### src/hw/rtl/m3inv_pkg.sv
// Shared widths, types, index tables and saturation helper for the 3x3 matrix inverse.
`default_nettype none
package m3inv_pkg;
	localparam int unsigned ELEM_W     = 32;
	localparam int unsigned THR_W      = 17;
	localparam int unsigned FRAC_W     = 16;
	localparam int unsigned SHIFT_W    = 2 * FRAC_W;
	localparam int unsigned PROD_W     = 2 * ELEM_W;
	localparam int unsigned COF_W      = PROD_W + 1;
	localparam int unsigned CMAG_W     = PROD_W;
	localparam int unsigned TMAG_W     = CMAG_W + ELEM_W;
	localparam int unsigned DET_W      = TMAG_W + 3;
	localparam int unsigned MAG_W      = DET_W - 1;
	localparam int unsigned STEPS      = ELEM_W;
	localparam int unsigned REM_W      = MAG_W + STEPS;
	localparam int unsigned NELEM      = 9;
	localparam int unsigned NROW       = 3;
	localparam int unsigned FIFO_DEPTH = 2;
	localparam int unsigned PTR_W      = $clog2(FIFO_DEPTH);
	localparam int unsigned CNT_W      = $clog2(FIFO_DEPTH + 1);

	localparam logic [ELEM_W-1:0] Q_MAX = {1'b0, {(ELEM_W-1){1'b1}}};
	localparam logic [ELEM_W-1:0] Q_MIN = {1'b1, {(ELEM_W-1){1'b0}}};
	localparam logic [THR_W-1:0]  THR_RESET = THR_W'(1);

	// Cofactor k is sign * (m[A]*m[D] - m[B]*m[C]), elements numbered row by row.
	localparam int unsigned COF_A [NELEM] = '{4, 3, 3, 1, 0, 0, 1, 0, 0};
	localparam int unsigned COF_D [NELEM] = '{8, 8, 7, 8, 8, 7, 5, 5, 4};
	localparam int unsigned COF_B [NELEM] = '{5, 5, 4, 2, 2, 1, 2, 2, 1};
	localparam int unsigned COF_C [NELEM] = '{7, 6, 6, 7, 6, 6, 4, 3, 3};
	localparam logic [NELEM-1:0] COF_NEG = 9'b010101010;

	// Output lane 3r+k takes the cofactor of row k, column r (transpose).
	localparam int unsigned LANE_SRC [NELEM] = '{0, 3, 6, 1, 4, 7, 2, 5, 8};

	typedef logic [NELEM-1:0][COF_W-1:0] cof_arr_t;

	typedef struct packed {
		cof_arr_t          cof;
		logic [MAG_W-1:0]  adet;
		logic              dneg;
		logic              sing;
		logic [ELEM_W-1:0] detv;
	} front_res_t;

	// Apply a sign to a magnitude and clamp into the Q16.16 range.
	function automatic logic [ELEM_W-1:0] sat_q(input logic [MAG_W-1:0] mag, input logic neg);
		logic [ELEM_W-1:0] r;
		if (neg) begin
			if (mag > MAG_W'(Q_MIN)) r = Q_MIN;
			else r = ELEM_W'(0) - mag[ELEM_W-1:0];
		end else begin
			if (mag > MAG_W'(Q_MAX)) r = Q_MAX;
			else r = mag[ELEM_W-1:0];
		end
		return r;
	endfunction
endpackage
`default_nettype wire

### src/hw/rtl/m3inv_fifo.sv
// Short queue between the front and back pipelines.
`default_nettype none
module m3inv_fifo (
	input  logic                  clk,
	input  logic                  arst_n,
	input  logic                  push,
	input  m3inv_pkg::front_res_t wdata,
	input  logic                  pop,
	output m3inv_pkg::front_res_t rdata,
	output logic                  full,
	output logic                  avail
);
	import m3inv_pkg::*;

	front_res_t       mem_q [FIFO_DEPTH];
	logic [PTR_W-1:0] wr_q;
	logic [PTR_W-1:0] rd_q;
	logic [CNT_W-1:0] cnt_q;

	assign full  = cnt_q == CNT_W'(FIFO_DEPTH);
	assign avail = cnt_q != CNT_W'(0);
	assign rdata = mem_q[rd_q];

	// Pointers and fill count.
	always_ff @(posedge clk or negedge arst_n) begin
		if (!arst_n) begin
			wr_q  <= '0;
			rd_q  <= '0;
			cnt_q <= '0;
		end else begin
			if (push) wr_q <= wr_q + 1'b1;
			if (pop) rd_q <= rd_q + 1'b1;
			if (push && !pop) cnt_q <= cnt_q + 1'b1;
			else if (pop && !push) cnt_q <= cnt_q - 1'b1;
		end
	end

	// Entry storage.
	always_ff @(posedge clk) begin
		if (push) mem_q[wr_q] <= wdata;
	end
endmodule
`default_nettype wire

### config.mk
export PLATFORM = sky130hd
export DESIGN_NAME = m3inv_fifo
export DESIGN_NICKNAME = d
export VERILOG_FILES = /design/src/hw/rtl/m3inv_pkg.sv /design/src/hw/rtl/m3inv_fifo.sv
export SDC_FILE = /design/constraint.sdc
export NUM_CORES = 1
export LEC_CHECK = 0
export BUFFER_PORTS_ARGS = -buffer_cell sky130_fd_sc_hd__clkbuf_2
export CORE_AREA = 2 2 567 569
export DETAILED_ROUTE_END_ITERATION = 12
export DIE_AREA = 0 0 569 571
export HOLD_SLACK_MARGIN = 0.15
export SLEW_MARGIN = 20
export SYNTH_ARGS = -nofsm -noshare
export SYNTH_HDL_FRONTEND = slang
export SYNTH_SLANG_ARGS = --single-unit
export TNS_END_PERCENT = 30
### constraint.sdc
create_clock -name clk -period 34.2 [get_ports clk]
set_clock_uncertainty 0.05 [all_clocks]
set_input_delay 6.84 -clock clk [delete_from_list [all_inputs] [get_ports clk]]
set_output_delay 6.84 -clock clk [all_outputs]
set_load 0.02 [all_outputs]
==> flow_summary.yaml <==
status:
  status: "finished clean"
sta:
  worst_slack_ps: 22010
  finalSetupTns_ps: 0
  slew_headroom: 0.290
  fin_crit_ps: 12200
  finalMaxSlewViolations: 0
  fin_crit_sh: 0.357
  tightestPinTransition_ps: 1070
  rsz0062_at_grt: "no"
  hold_viol: 0
  setup_violations: 0
  max_freq_mhz: 82.0
  hold_slack_ps: 439
worst_setup_path:
  crit_fanout: 52
  crit_path_end_kind: "primary output"
  cp-start-kind: "register"
  criticalPathCategory: "register to primary output"
  critPathArrivalTime_ps: 5300
  cp.required_ps: 27310
routing:
  drt_iter0_drc: 2081
  drt-total-wl_um: 224000
  routed-via-count: 29400
  ant_nets: 0
  routedWlPerCell_um: 27.3
  vias_per_cell: 3.58
  drc_errors: 0
  drtPass1Iterations: 5
die:
  die-height_um: 571
  design.core.area_mm2: 0.319
  die-area_mm2: 0.325
  rows: 208
  initial_utilization: 0.164
  die_x_um: 569
  pin_count: 1440
grt:
  overflow: 0
  antenna_found_initial: 265
  track_usage: 0.131
  grt_pass1_vias: 29200
  grt_pass1_wl_um: 281000
  grt_start_max_net_pins: 106
power:
  p_leak_nw: 25.6
  vdd.ir_drop.worst_mv: 0.0573
  p_per_area_mw_per_mm2: 89.7
placement:
  numPortBuffers: 1439
  place_area_mm2: 0.0645
  dp_worst_setup_slack_ps: 22200
  numPlacedInstances: 7843
  finalWeightedCongestion: 0.913
  dp_hpwl_um: 182000
layout:
  final_cells: 8211
  drive_gt1_frac: 0.619
  fillCellCount: 33500
  area_growth_pct: 34.0
  multi_input_area_mm2: 0.00854
  fin_area_mm2: 0.0701
  final_common_cell: "clkbuf_2"
  mostFrequentLayoutCells: "1439 x clkbuf_2, 1434 x edfxtp_1, 617 x mux2_2"
  regArea_mm2: 0.0432
  fin_nets: 4537
clock_network:
  clkTransAtPathRegs_ps: 60
  cts_buffers: 170
  clockBufferDepth: 4
  cts_resized: 0
  cts_sinks: 1438
  ctsHtreeMaxLevel: 4
  cts_tree: "done"
  postCtsHoldBufs: 0
  worst_skew_pair.late_latency_ps: 830
  cts_root_buf: "clkbuf_16"
  cts_setup_buffers: 0
synthesis:
  syn_inst: 2247
  yosys_warnings: 0
  synth_top_area_frac: 0.823
  yosys-top-cells-area: "edfxtp_1 82%, mux2_2 13%, mux2_4 2.9%"
  ys_seq_area_frac: 0.825
  ys_ff_latch: 1438
  synth_cell_types: 15
  synth_top_area_cell: "edfxtp_1"
  syn-num-nets: 2969
  syn_area_per_cell_um2: 23.3
  syn_area_mm2: 0.0523
min_path:
  hold_path.class: "register to register"
job:
  cap_violations: 0
stage by stage:
stage / total power [mW] / utilization
2_1_floorplan: 4.01 / -
3_3_place_gp: 4.58 / 0.202
3_5_place_dp: 4.60 / 0.202
4_1_cts: 6.42 / 0.219
5_1_grt: 6.55 / 0.219
6_report: 6.29 / 0.219
final timing paths:
kind                       startpoint             to  slack [ps]  depth (start not counted)
max                              rd_q     rdata[272]       22010                          6
min                          cnt_q[1]       cnt_q[1]         440                          1
max reg2reg                      wr_q  mem_q[1][342]       28850                          6
min reg2reg                  cnt_q[1]       cnt_q[1]         440                          1
max in group asynchronous      arst_n           rd_q       28200                          1
min in group asynchronous      arst_n           wr_q        5760                          1
final cells by class:
cell class                      count  share of cell area
Clock buffer                      193              0.0619
Tap cell                         4200              0.0750
Timing Repair Buffer             1476               0.107
Antenna cell                       63             0.00225
Multi-Input combinational cell    728               0.122
Clock inverter                    112              0.0159
Inverter                            1           0.0000536
Sequential cell                  1438               0.616
Yosys cell counts:
cell and count:
edfxtp_1 1434, mux2_2 617, mux2_4 100, buf_4 52, buf_2 16, buf_6 12
dfrtp_1 4, xor2_1 4, nor2b_1 2, and2_1 1, ha_1 1, inv_1 1
nor2_1 1, or2_2 1, xnor2_1 1
report_power, final:
group / internal [mW] / switching (mW) / total, mW
Sequential: 2.34 / 0.0746 / 2.41
Clock: 1.03 / 0.755 / 1.78
Combinational: 0.698 / 1.39 / 2.09
Total: 4.07 / 2.22 / 6.29
registers in the layout (all words and copies together) (netlist names):
signal and flops:
cnt_q 2, mem_q 1434, rd_q 1, wr_q 1
layer usage:
| layer | vias up | share of wire | GRT usage |
|---|---|---|---|
| li1 | 12300 | - | - |
| met1 | 14700 | 0.37 | 0.144 |
| met2 | 1787 | 0.44 | 0.201 |
| met3 | 552 | 0.15 | 0.0894 |
| met4 | 142 | 0.036 | 0.0433 |
| met5 | - | 0.0042 | 0 |
worst max-delay path, cell delays in order, from the launching register on:
cell      delay (ps)
dfrtp_4          770
buf_4            800
buf_4            820
buf_4            650
buf_4            670
mux2_2           430
clkbuf_2         160
cells by family (layout without fill, tap and decap cells):
kind of cell / count (synthesis) / after routing / synth area share
other: 0 / 63 / 0
flip-flops: 1438 / 1438 / 0.825
multiplexers: 717 / 717 / 0.162
AND/OR/NAND/NOR: 5 / 5 / 0.000550
buffers and inverters: 81 / 1782 / 0.0116
adder cells (fa/ha/maj): 1 / 1 / 0.000239
XOR/XNOR: 5 / 5 / 0.000837
No activity file was read; power rests on OpenSTA's default activity.
